===== config.mk =====
export PLATFORM = sky130hd
export DESIGN_NAME = kcp_adj_mem
export DESIGN_NICKNAME = d
export VERILOG_FILES = /design/src/design/kcp_pkg.sv /design/src/design/kcp_adj_mem.sv
export SDC_FILE = /design/constraint.sdc
export NUM_CORES = 2
export LEC_CHECK = 0
export BUFFER_PORTS_ARGS = -buffer_cell sky130_fd_sc_hd__buf_4
export CORE_MARGIN = 10
export CORE_UTILIZATION = 25
export CTS_CLUSTER_DIAMETER = 120
export DETAILED_ROUTE_END_ITERATION = 7
export GPL_TIMING_DRIVEN = 0
export SLEW_MARGIN = 20
export SYNTH_ARGS = -nofsm -noshare
export SYNTH_HDL_FRONTEND = slang
export SYNTH_SLANG_ARGS = --single-unit

===== constraint.sdc =====
create_clock -name clk -period 8.9 [get_ports clk]
set_clock_uncertainty 0.05 [all_clocks]
set_input_delay 1.335 -clock clk [delete_from_list [all_inputs] [get_ports clk]]
set_output_delay 1.335 -clock clk [all_outputs]
set_load 0.05 [all_outputs]

===== src/design/kcp_pkg.sv =====
`default_nettype none
package kcp_pkg;

  localparam int KCP_MAX_VERTICES = 64;
  localparam int FIELD_W = 7;
  localparam int OP_W = 2;

  typedef enum logic [OP_W-1:0] {
    OP_ADD_EDGE = 2'd0,
    OP_RUN      = 2'd1,
    OP_CLEAR    = 2'd2
  } op_t;

  localparam logic REG_MIN_DEGREE   = 1'b0;
  localparam logic REG_VERTEX_COUNT = 1'b1;

  localparam logic [FIELD_W-1:0] MIN_DEGREE_RESET   = 7'd1;
  localparam logic [FIELD_W-1:0] VERTEX_COUNT_RESET = 7'd64;

  typedef enum logic [2:0] {
    ST_IDLE,
    ST_EDGE_RD_A,
    ST_EDGE_WR_A,
    ST_EDGE_RD_B,
    ST_EDGE_WR_B,
    ST_PEEL_RD,
    ST_PEEL_EVAL,
    ST_DONE
  } state_t;

  typedef struct packed {
    logic rd;
    logic wr;
    logic clr;
  } mem_ctl_t;

endpackage
`default_nettype wire


===== src/design/kcp_adj_mem.sv =====
`default_nettype none
module kcp_adj_mem #(
  parameter int ROWS  = kcp_pkg::KCP_MAX_VERTICES,
  parameter int WIDTH = kcp_pkg::KCP_MAX_VERTICES
) (
  input  wire logic                     clk,
  input  wire logic                     rst,
  input  wire kcp_pkg::mem_ctl_t        ctl,
  input  wire logic [$clog2(ROWS)-1:0]  rd_addr,
  output logic      [WIDTH-1:0]         rd_data,
  input  wire logic [$clog2(ROWS)-1:0]  wr_addr,
  input  wire logic [WIDTH-1:0]         wr_data
);

  logic [WIDTH-1:0] mem [ROWS];
  logic [ROWS-1:0]  row_valid;
  logic [WIDTH-1:0] rd_q;
  logic             rd_vld;

  always_ff @(posedge clk) begin
    if (ctl.wr) begin
      mem[wr_addr] <= wr_data;
    end
    if (ctl.rd) begin
      rd_q <= mem[rd_addr];
    end
  end

  // a row never written since reset or clear reads as zero
  always_ff @(posedge clk) begin
    if (rst) begin
      row_valid <= '0;
      rd_vld    <= 1'b0;
    end else begin
      if (ctl.clr) begin
        row_valid <= '0;
      end else if (ctl.wr) begin
        row_valid[wr_addr] <= 1'b1;
      end
      if (ctl.rd) begin
        rd_vld <= row_valid[rd_addr];
      end
    end
  end

  assign rd_data = rd_vld ? rd_q : '0;

endmodule
`default_nettype wire


### Word level (Yosys, flattened, before mapping)

Memories as Yosys holds them, arrays and structs flattened. A register that Yosys moved wholly into a read port is not among the register bits.
Cells that the tools add are included.

* word-level logic and storage cells: 16
* register bits: 65
* output and inout port bits: 64
* input port bits: 81
* memory bits (writable): 4096
* memories: 1

Memory list
* mem: depth 64, width 64, read ports 1, clocked after Yosys merged registers in 1, write ports 1, RTL line kcp_adj_mem.sv:15 `logic [WIDTH-1:0] mem [ROWS];`

* reduce and logical (&&, ||, !) cells: 2
* order comparisons: 3
* bitwise logic cells: 1
* multiplexer cells: 7

Operators with widths (number)
* $mux W64: 1
* $or A64 B64 Y64: 1
* $lt A6 B7 Y1 const B: 2
* $bmux W1 S6: 1
* $demux W1 S6: 1
* $ge A6 B1 Y1 const B: 1
* $mux W1: 4
* $reduce_or A2 Y1: 1
* $logic_and A1 B1 Y1: 1

### Longest topological paths before layout

* word-level depth: 5
* mapped depth: 10
* depth with buffers taken out: 5

### Least setup slack after synthesis

No wires, ideal clock.

* kind: input to register
* start: in ctl[1] (netlist name)
* end: mem mem[40][0] (netlist name), enable pin
* arrival: 6.215 ns
* slack: 2.068 ns
* required time: 8.283 ns
* cell stages on the path: 3
* path through: nor2b_1 nand3_1 nor3_1

* longest elaborated chain between the ends: 2

RTL lines
* from (decl): RTL line kcp_adj_mem.sv:8 `input wire kcp_pkg::mem_ctl_t ctl,`
* $mux W1: RTL line kcp_adj_mem.sv:21 `if (ctl.wr) begin`
* $mux W1 (implied by the code): RTL line kcp_adj_mem.sv:22 `mem[wr_addr] <= wr_data;`
* to (decl): RTL line kcp_adj_mem.sv:15

Every way passes these cells.

==> summary.md <==
| Metric | Value |
|---|---|
| Final Hold Vio Count | 0 |
| Initial antenna violation count | 72 |
| Utilization after layout | 0.3005 |
| Chip Width | around 820 µm |
| DP Wirelength | 307700 µm |
| I/O pins | 145 |
| Worst Path Required | 9480 ps |
| Slowest-stage cell, CP | buf_2 |
| Sequential area share after synthesis | 0.7906 |
| Global-route wire length before repair | roughly 600000 µm |
| CTS max path bufs | 4 |
| Leak | 57.80 nW |
| Die Area | 671000 µm² |
| Reg2Reg Depth | 3 |
| Synthesized netlist cell count | ~6000 |
| Top_reg_cell synth | edfxtp_1 |
| Power consumption | slightly above 40 mW |
| Top cell by count, worst path | mux4_2 |
| Dpl ws | 3428 ps |
| Number of synthesis warnings | 0 |
| Critical Path Start Type | input pin |
| Final Instance Area | 191300 µm² |
| Total iterations of the first detailed-routing run | 5 |
| Main combinational cell family by area after synthesis | multiplexers |
| Synth Area in XOR/XNOR | 0 |
| Top delay family on crit path | buffers and inverters |
| Slew Viols, Final | 0 |
| CTS resizes | 0 |
| Initial DRC count | 9258 |
| Row cnt | 293 |
| Setup CP Type | in2reg |
| Post-synth ARST share | 0 |
| Commonest non-fill, non-tap cell in the layout | edfxtp_1 |
| Core area | 636800 µm² |
| Wirelength, routed | about 430000 µm |
| Critical Path Max Stage Delay | 880 ps |
| Crit Path Max Fanout | 17 |
| Max H-tree Level | 5 |
| # setup viols final | 0 |
| R2R Setup Slk | 6460 ps |
| Worst R2R End | rd_q[43] |
| WL/cell | 27.33 µm |
| Antenna viol nets, final | 0 |
| Post-synthesis simple-gate area fraction | 0.005682 |
| Max-cap violations | 0 |
| Hold Path Class | reg2reg |
| Final Non-Filler Cells | 15800 |
| DP Area | 178000 µm² |
| WHS Endpoint | row_valid[56] |
| Post-synth net total | approximately 6300 |
| Worst setup EP type | flip-flop |
| Avg Inst Size Synth | 25.88 µm² |
| TritonCTS Buffers | 399 |
| Placed Cells | 15020 |
| Worst reg2reg startpoint | mem[23][43] |
| Tcrit/Tclk final | 0.4953 |
| Power Density | ~220 nW/µm² |
| PortBufs | roughly 140 |
| # hold bufs at CTS | 0 |
| CTS tree | done |
| Die Ht | 819.1 µm |
| CP Cell Sequence | buf_2 > buf_2 > buf_1 > mux4_2 > mux4_2 > mux4_2 |
| Via density | 4.615 |
| Routability cong. | 0.7606 |
| Worst-Margin Slew | 1214 ps |
| Post-CTS Setup Inserts | 0 |
| Sink Count | 4225 |
| Mux cell area share after synthesis | 0.1917 |
| Final WS setup | roughly 4500 ps |
| Min cycle time layout | 4408 ps |
| Largest net degree at the start of global routing | 65 |
| Routed vias | 72890 |
| Fmax | 226.8 MHz |
| Crit path DAT | roughly 5000 ps |
| Worst-path clk slew | 70 ps |
| Compound-Gate Fraction of Synth Area | 0.003628 |
| Worst path bufs/invs | 3 |
| DRC violations left | 0 |
| Post-synthesis adder-cell area fraction | 0 |
| Distinct cells, synth | 32 |
| Hold wc startpoint | row_valid[56] |
| Post-synth EDFFs | 4160 |
| Root Buffer Master | clkbuf_16 |
| Worst-Skew Late Latency | 1010 ps |
| Fin nets | 7095 |
| Synthesized cell area | roughly 160000 µm² |
| Outcome | finished clean |
| Tot GR Track Use | 0.1244 |
| Commonest non-fill, non-tap cells in the layout | 4160 x edfxtp_1, 1356 x mux4_2, 401 x clkbuf_16 |
| Seq cells post-synth | around 4200 |
| Total gr overflow | 0 |
| Max VDD drop | around 160 µV |
| RSZ-0062 raised after global routing | false |
| Layout cells sized above 1 | 0.3544 |
| Starting Density | 0.2507 |
| Synth-to-Final Area Change | 19.84% |
| Hold path cells | 1 |
| Vias in the first global route | 75270 |
| Relative slew slack | 0.1904 |
-- synthesized netlist by cell type, drive strengths merged, types with 9 or more instances --
cell type | instances | area, µm²
clkbuf | 176 | 660.6
and2 | 64 | 400.4
edfxtp | 4160 | 124900
mux4 | 1356 | 30540
nor2b | 12 | 75.07
buf | 149 | 678.2
dfxtp | 65 | 1301
nand2 | 9 | 33.78
nor2 | 65 | 244.0
nand3 | 9 | 45.04
o21a | 64 | 480.5
-- sequential cells by signal (all words and copies together) (netlist names) --
| name | cells |
|---|---|
| mem | 4096 |
| row_valid | 64 |
| rd_q | 64 |
| rd_vld | 1 |
-- how the worst max path moves through the flow --
stage / start / to / slack [ps] / depth (start not counted)
global route: rd_vld / rd_data[46] / 4340 / 5
finish: rd_addr[0] / rd_q[42] / 4490 / 6
CTS: rd_vld / rd_data[12] / 4310 / 4
detailed placement: rd_addr[0] / rd_q[25] / 3430 / 6
floorplan: ctl[1] / mem[40][0] / 2070 / 3
global placement: ctl[1] / mem[48][39] / -4600 / 4
-- logic make-up (layout without fill, tap and decap cells) --
logic type | count (synthesis) | count (layout)
other | 0 | 46
muxes | 1362 | 1362
AOI/OAI and AO/OA | 78 | 78
DFF | 4225 | 4225
and+or+nand+nor | 177 | 177
buffers and inverters | 327 | 1501
-- cell type report --
type	count	area, µm²
fill	59840	445500
sequential	4225	126200
multi-input combinational	1617	32560
tap	8407	10520
clock buffer	473	10380
timing repair buffer	444	7297
clock inverter	257	2805
buffer	325	1429
antenna	46	115.1
inverter	2	7.507
-- power by group --
group          total, mW  internal [mW]  switching [mW]
registers           22.1           22.0          0.0363
clock network       17.2           9.71            7.48
logic               2.10          0.833            1.27
total               41.3           32.6            8.78
-- through the flow --
stage               TNS (ps)  hold WS [ps]
global placement    -2415970         391.2
CTS                        0         411.8
floorplan                  0         383.0
global route               0         432.2
finish                     0         410.4
detailed placement         0         395.8
-- routing by layer --
metal  wire length [µm]  GRT usage  vias to the layer above
li1                   -          -                    28880
met5                195          0                        -
met2             221500     0.2184                     3384
met3              34570    0.02450                      732
met1             159700     0.1528                    39870
met4              15790    0.04245                       30
(Power assumes the default switching activity.)
