### src/design/kcp_pkg.sv
`default_nettype none
package kcp_pkg;

  localparam int KCP_MAX_VERTICES = 64;
  localparam int FIELD_W = 7;
  localparam int OP_W = 2;

  typedef enum logic [OP_W-1:0] {
    OP_ADD_EDGE = 2'd0,
    OP_RUN      = 2'd1,
    OP_CLEAR    = 2'd2
  } op_t;

  localparam logic REG_MIN_DEGREE   = 1'b0;
  localparam logic REG_VERTEX_COUNT = 1'b1;

  localparam logic [FIELD_W-1:0] MIN_DEGREE_RESET   = 7'd1;
  localparam logic [FIELD_W-1:0] VERTEX_COUNT_RESET = 7'd64;

  typedef enum logic [2:0] {
    ST_IDLE,
    ST_EDGE_RD_A,
    ST_EDGE_WR_A,
    ST_EDGE_RD_B,
    ST_EDGE_WR_B,
    ST_PEEL_RD,
    ST_PEEL_EVAL,
    ST_DONE
  } state_t;

  typedef struct packed {
    logic rd;
    logic wr;
    logic clr;
  } mem_ctl_t;

endpackage
`default_nettype wire

### src/design/kcp_count.sv
`default_nettype none
module kcp_count #(
  parameter int WIDTH = kcp_pkg::KCP_MAX_VERTICES
) (
  input  wire logic [WIDTH-1:0]              row,
  input  wire logic [WIDTH-1:0]              mask,
  input  wire logic [kcp_pkg::FIELD_W-1:0]   need,
  output logic      [$clog2(WIDTH+1)-1:0]    count,
  output logic                               below
);

  localparam int CW = $clog2(WIDTH + 1);
  localparam int NB = (WIDTH + 7) / 8;

  logic [NB*8-1:0] padded;
  logic [3:0]      byte_cnt [NB];

  assign padded = (NB*8)'(row & mask);

  // per-byte counts first, then a short sum of the bytes
  always_comb begin
    for (int b = 0; b < NB; b++) begin
      byte_cnt[b] = '0;
      for (int k = 0; k < 8; k++) begin
        byte_cnt[b] = byte_cnt[b] + 4'(padded[b*8+k]);
      end
    end
  end

  always_comb begin
    count = '0;
    for (int b = 0; b < NB; b++) begin
      count = count + CW'(byte_cnt[b]);
    end
  end

  assign below = (kcp_pkg::FIELD_W'(count) < need);

endmodule
`default_nettype wire

### config.mk
export PLATFORM = sky130hd
export DESIGN_NAME = kcp_count
export DESIGN_NICKNAME = d
export VERILOG_FILES = /design/src/design/kcp_pkg.sv /design/src/design/kcp_count.sv
export SDC_FILE = /design/constraint.sdc
export NUM_CORES = 1
export LEC_CHECK = 0
export ABC_AREA = 1
export BUFFER_PORTS_ARGS = -buffer_cell sky130_fd_sc_hd__buf_2
export CAP_MARGIN = 20
export CORE_AREA = 2 2 72 74
export DETAILED_ROUTE_END_ITERATION = 6
export DIE_AREA = 0 0 74 76
export PLACE_DENSITY = 0.85
export SLEW_MARGIN = 20
export SYNTH_ARGS = -nofsm -noshare
export SYNTH_HDL_FRONTEND = slang
export SYNTH_SLANG_ARGS = --single-unit
### constraint.sdc
create_clock -name vclk -period 15.1
set_clock_uncertainty 0.1 [all_clocks]
set_input_delay 3.02 -clock vclk [all_inputs]
set_output_delay 3.02 -clock vclk [all_outputs]
set_load 0.01 [all_outputs]
## Yosys cells after proc, flatten, opt, wreduce, memory -nomap -nowiden

Cells that the tools add are included.

| word-level totals | value |
|---|---|
| memories | 0 |
| input port bits | 135 |
| word-level logic and storage cells | 65 |
| register bits after elaboration | 0 |
| output and inout bits | 8 |
| bits in latches | 0 |
| ROM bits | 0 |
| bits in writable memories | 0 |

| operators by class | value |
|---|---|
| equal/unequal tests | 0 |
| bitwise gates (word level) | 1 |
| div/mod/pow operators | 0 |
| $lt $le $gt $ge | 1 |
| shifts and indexed selects | 0 |
| multiplexer cells | 0 |
| multiply operators | 0 |
| add/subtract/negate cells | 63 |
| reduce and logical (&&, ||, !) cells | 0 |

Operators with widths:

| kind | count |
|---|---|
| adder 4 x 1 -> 4 bit | 32 |
| AND 64 bit | 1 |
| adder 3 x 1 -> 4 bit | 8 |
| adder 7 x 4 -> 7 bit | 4 |
| adder 2 x 1 -> 3 bit | 8 |
| adder 1 x 1 -> 2 bit | 8 |
| adder 6 x 4 -> 7 bit | 1 |
| less-than comparator 7 bit | 1 |
| adder 5 x 4 -> 6 bit | 1 |
| adder 4 x 4 -> 5 bit | 1 |

## Depth between registers and ports, before layout

| logic depth | value |
|---|---|
| word-level depth | 16 |
| gate-level depth with buffers | 28 |
| depth with buffers taken out | 28 |

## Worst setup path before layout

OpenSTA, ideal clock, no wires.

| timing path | value |
|---|---|
| kind | input to output |
| from | input row[0] |
| to | output below |
| slack | 2982 ps |
| data arrival time | 8998 ps |
| cell stages on the path | 25 |
| cell sequence | nand2_1 inv_1 fa_1 inv_1 fa_1 fa_1 fa_1 fa_1 fa_1 fa_1 inv_1 fa_1 ha_1 fa_1 nand3_1 nand2_1 nand2_1 nand2_1 inv_1 ha_1 nand2_1 inv_1 o21bai_1 nand2_1 a21oi_1 |

| between the ends | value |
|---|---|
| cells in the longest elaborated chain, start to end | 16 |

Ends and longest elaborated chain:

| element | line | source |
|---|---|---|
| start: declaration | kcp_count.sv:5 | `input wire logic [WIDTH-1:0] row,` |
| AND 64 bit | kcp_count.sv:18 | `assign padded = (NB*8)'(row & mask);` |
| adder 1 x 1 -> 2 bit | kcp_count.sv:25 | `byte_cnt[b] = byte_cnt[b] + 4'(padded[b*8+k]);` |
| adder 2 x 1 -> 3 bit | kcp_count.sv:25 |  |
| adder 3 x 1 -> 4 bit | kcp_count.sv:25 |  |
| adder 4 x 1 -> 4 bit (4 in a row) | kcp_count.sv:25 |  |
| adder 4 x 4 -> 5 bit | kcp_count.sv:33 | `count = count + CW'(byte_cnt[b]);` |
| adder 5 x 4 -> 6 bit | kcp_count.sv:33 |  |
| adder 6 x 4 -> 7 bit | kcp_count.sv:33 |  |
| adder 7 x 4 -> 7 bit (4 in a row) | kcp_count.sv:33 |  |
| net count[4] | kcp_count.sv:8 | `output logic [$clog2(WIDTH+1)-1:0] count,` |
| less-than comparator 7 bit | kcp_count.sv:37 | `assign below = (kcp_pkg::FIELD_W'(count) < need);` |
| end: declaration | kcp_count.sv:9 | `output logic below` |

The timed path passes the listed nets, and every way through them passes these cells.

## Worst setup path after layout

| timing path | value |
|---|---|
| from | input row[0] |
| to | output below |

| between the ends | value |
|---|---|
| cells in the longest elaborated chain, start to end | 16 |

Ends and longest elaborated chain:

| element | line |
|---|---|
| AND 64 bit | kcp_count.sv:18 |
| adder 1 x 1 -> 2 bit | kcp_count.sv:25 |
| adder 2 x 1 -> 3 bit | kcp_count.sv:25 |
| adder 3 x 1 -> 4 bit | kcp_count.sv:25 |
| adder 4 x 1 -> 4 bit (4 in a row) | kcp_count.sv:25 |
| adder 4 x 4 -> 5 bit | kcp_count.sv:33 |
| adder 5 x 4 -> 6 bit | kcp_count.sv:33 |
| adder 6 x 4 -> 7 bit | kcp_count.sv:33 |
| adder 7 x 4 -> 7 bit (4 in a row) | kcp_count.sv:33 |
| less-than comparator 7 bit | kcp_count.sv:37 |

Every way passes these cells.

==> run summary <==
Final Wtd Congestion: 0.725
Routed Antenna Nets: 0
Die area: 0.00562 mm2
Hold path depth: 5
Detailed placement HPWL: 4310 um
Mapped Area: 0.00209 mm2
CTS Hold Bufs: 0
Area leader, netlist: fa_1
FF+latch area: 0 um2
Vias: 1990
FP Rows: 26
Post-place setup slack: 2590 ps
Post-Syn Area per Cell: 8.00 um2
Post-synthesis compound-gate area fraction: 0.0198
I/O pin count: 143
Resized cells post-CTS: 0
# nets final: 616
Final Hold Vio Count: 0
Share of the synthesized area in the top cell type: 0.518
Max FO, Critical Path: 3
RSZ-0062 raised after global routing: no
Routed wire per std cell: 9.11 um
Simple-Gate Fraction of Synth Area: 0.175
Commonest non-fill, non-tap cell in the layout: buf_2
Crit Path Category: in2out
Status: complete, no violations
Pre-Repair DR Iteration Count: 3
Highest clock rate: 80.1 MHz
XOR/XNOR Fraction of Synth Area: 0.00839
Layout cells sized above 1: 0.361
Max cap viols: 0
Initial antenna violation count: 0
Port Buf Inserts: 143
Mapped Nets: 471
Layout overhead on the synthesized area: 38.5%
Required @ worst endpoint: 11980 ps
Mux cell area share after synthesis: 0
Largest net degree at the start of global routing: 6
Most frequent cells in the layout: 143 x buf_2, 85 x inv_1, 80 x nand2_1
Design area: 0.00289 mm2
Worst Min Path Start: mask[2]
Crit start category: primary input
Die X: 74 um
CORE AREA: 0.00491 mm2
Ant. Diodes: 0
Post-synthesis sequential area ratio: 0
Hold crit path type: in2out
Seq_cells: 0
Max-Slew Margin vs Limit: 0.870
Worst setup margin: 2620 ps
Area of the multi-input gates: 0.00177 mm2
Mapped Cells: 261
Via density: 4.20
Placed cell areas: 0.00289 mm2
Iter 0 DRT Violations: 11
Setup bufs post-CTS: 0
Die Span Y: 76 um
Max-slew violation count: 0
First-pass GRT wire length: 7450 um
Residual DRC: 0
WL final: 4320 um
Initial Utilization: 0.425
CP arrival: 9360 ps
Endpoints failing setup: 0
# fillers: 455
Slew @ Worst Pin: 194 ps
Top cells by area, synth: fa_1 52%, inv_1 15%, nand2_1 14%
Synth warn: 0
Cell variety after synth: 14
Largest family of logic cells by synthesized area: adder cells
Crit. End Element: output pin
Hold Path Sink: count[0]
Minimum clock period: 12480 ps
Post-Synth Adder-Cell Area: 0.644
Number of global-route vias before repair: 2007
GRT Util Overall: 0.158
Grt ovf: 0
Final period utilization: 0.827
Clock buffers: 0
Setup TNS: 0 ps
-- synth_stat cells, drive strengths merged --
library cell,number
a21oi,6
fa,54
ha,21
inv,85
nand2,81
nand3,5
nand3b,1
nand4,1
nor2,4
o21bai,1
xor2,2
-- worst max-delay path, cell delays in order --
cell	delay, ps
buf_2	100
nand2_1	70
inv_1	60
fa_1	530
inv_1	50
fa_1	510
fa_1	530
fa_1	510
fa_1	520
fa_1	510
fa_1	550
inv_1	60
fa_1	480
ha_1	250
fa_1	410
nand3_1	120
nand2_1	60
nand2_1	90
nand2_1	50
inv_1	70
ha_1	240
nand2_1	60
inv_1	40
o21bai_1	130
nand2_1	80
a21oi_1	120
buf_2	150
-- metrics by stage --
stage	util	cells	hold WS, ps
floorplan	-	261	6170
global placement	0.588	474	6350
detailed placement	0.588	474	6340
CTS	0.588	474	6350
global route	0.588	474	6380
finish	0.588	474	6340
-- cells by family after synthesis --
family,Yosys count
simple gates,92
buf+inv,85
fa+ha+maj,75
compound gates,7
xor+xnor,2
-- worst max path at each step --
| stage | endpoint | from | cells past startpoint | slack, ps |
|---|---|---|---|---|
| 2_1_floorplan | below | row[0] | 25 | 2980 |
| 3_3_place_gp | below | row[0] | 27 | 2800 |
| 3_5_place_dp | below | row[0] | 27 | 2590 |
| 4_1_cts | below | row[0] | 27 | 2570 |
| 5_1_grt | below | row[0] | 27 | 2320 |
| 6_report | below | row[0] | 27 | 2620 |
-- cell type report --
| class | instances | share of cell area |
|---|---|---|
| Multi-Input combinational cell | 176 | 0.612 |
| Inverter | 85 | 0.110 |
| Tap cell | 70 | 0.0303 |
| Timing Repair Buffer | 143 | 0.248 |
-- metal layers --
metal | global-route usage | share of wire | vias up
met3 | 0.0119 | 0.079 | 0
met4 | 0 | 0 | 0
met2 | 0.318 | 0.55 | 85
li1 | - | - | 1019
met1 | 0.187 | 0.37 | 886
met5 | 0 | 0 | -
Power is not shown: default switching activity piles up to over one toggle a cycle in this logic, so the estimate is an artifact.
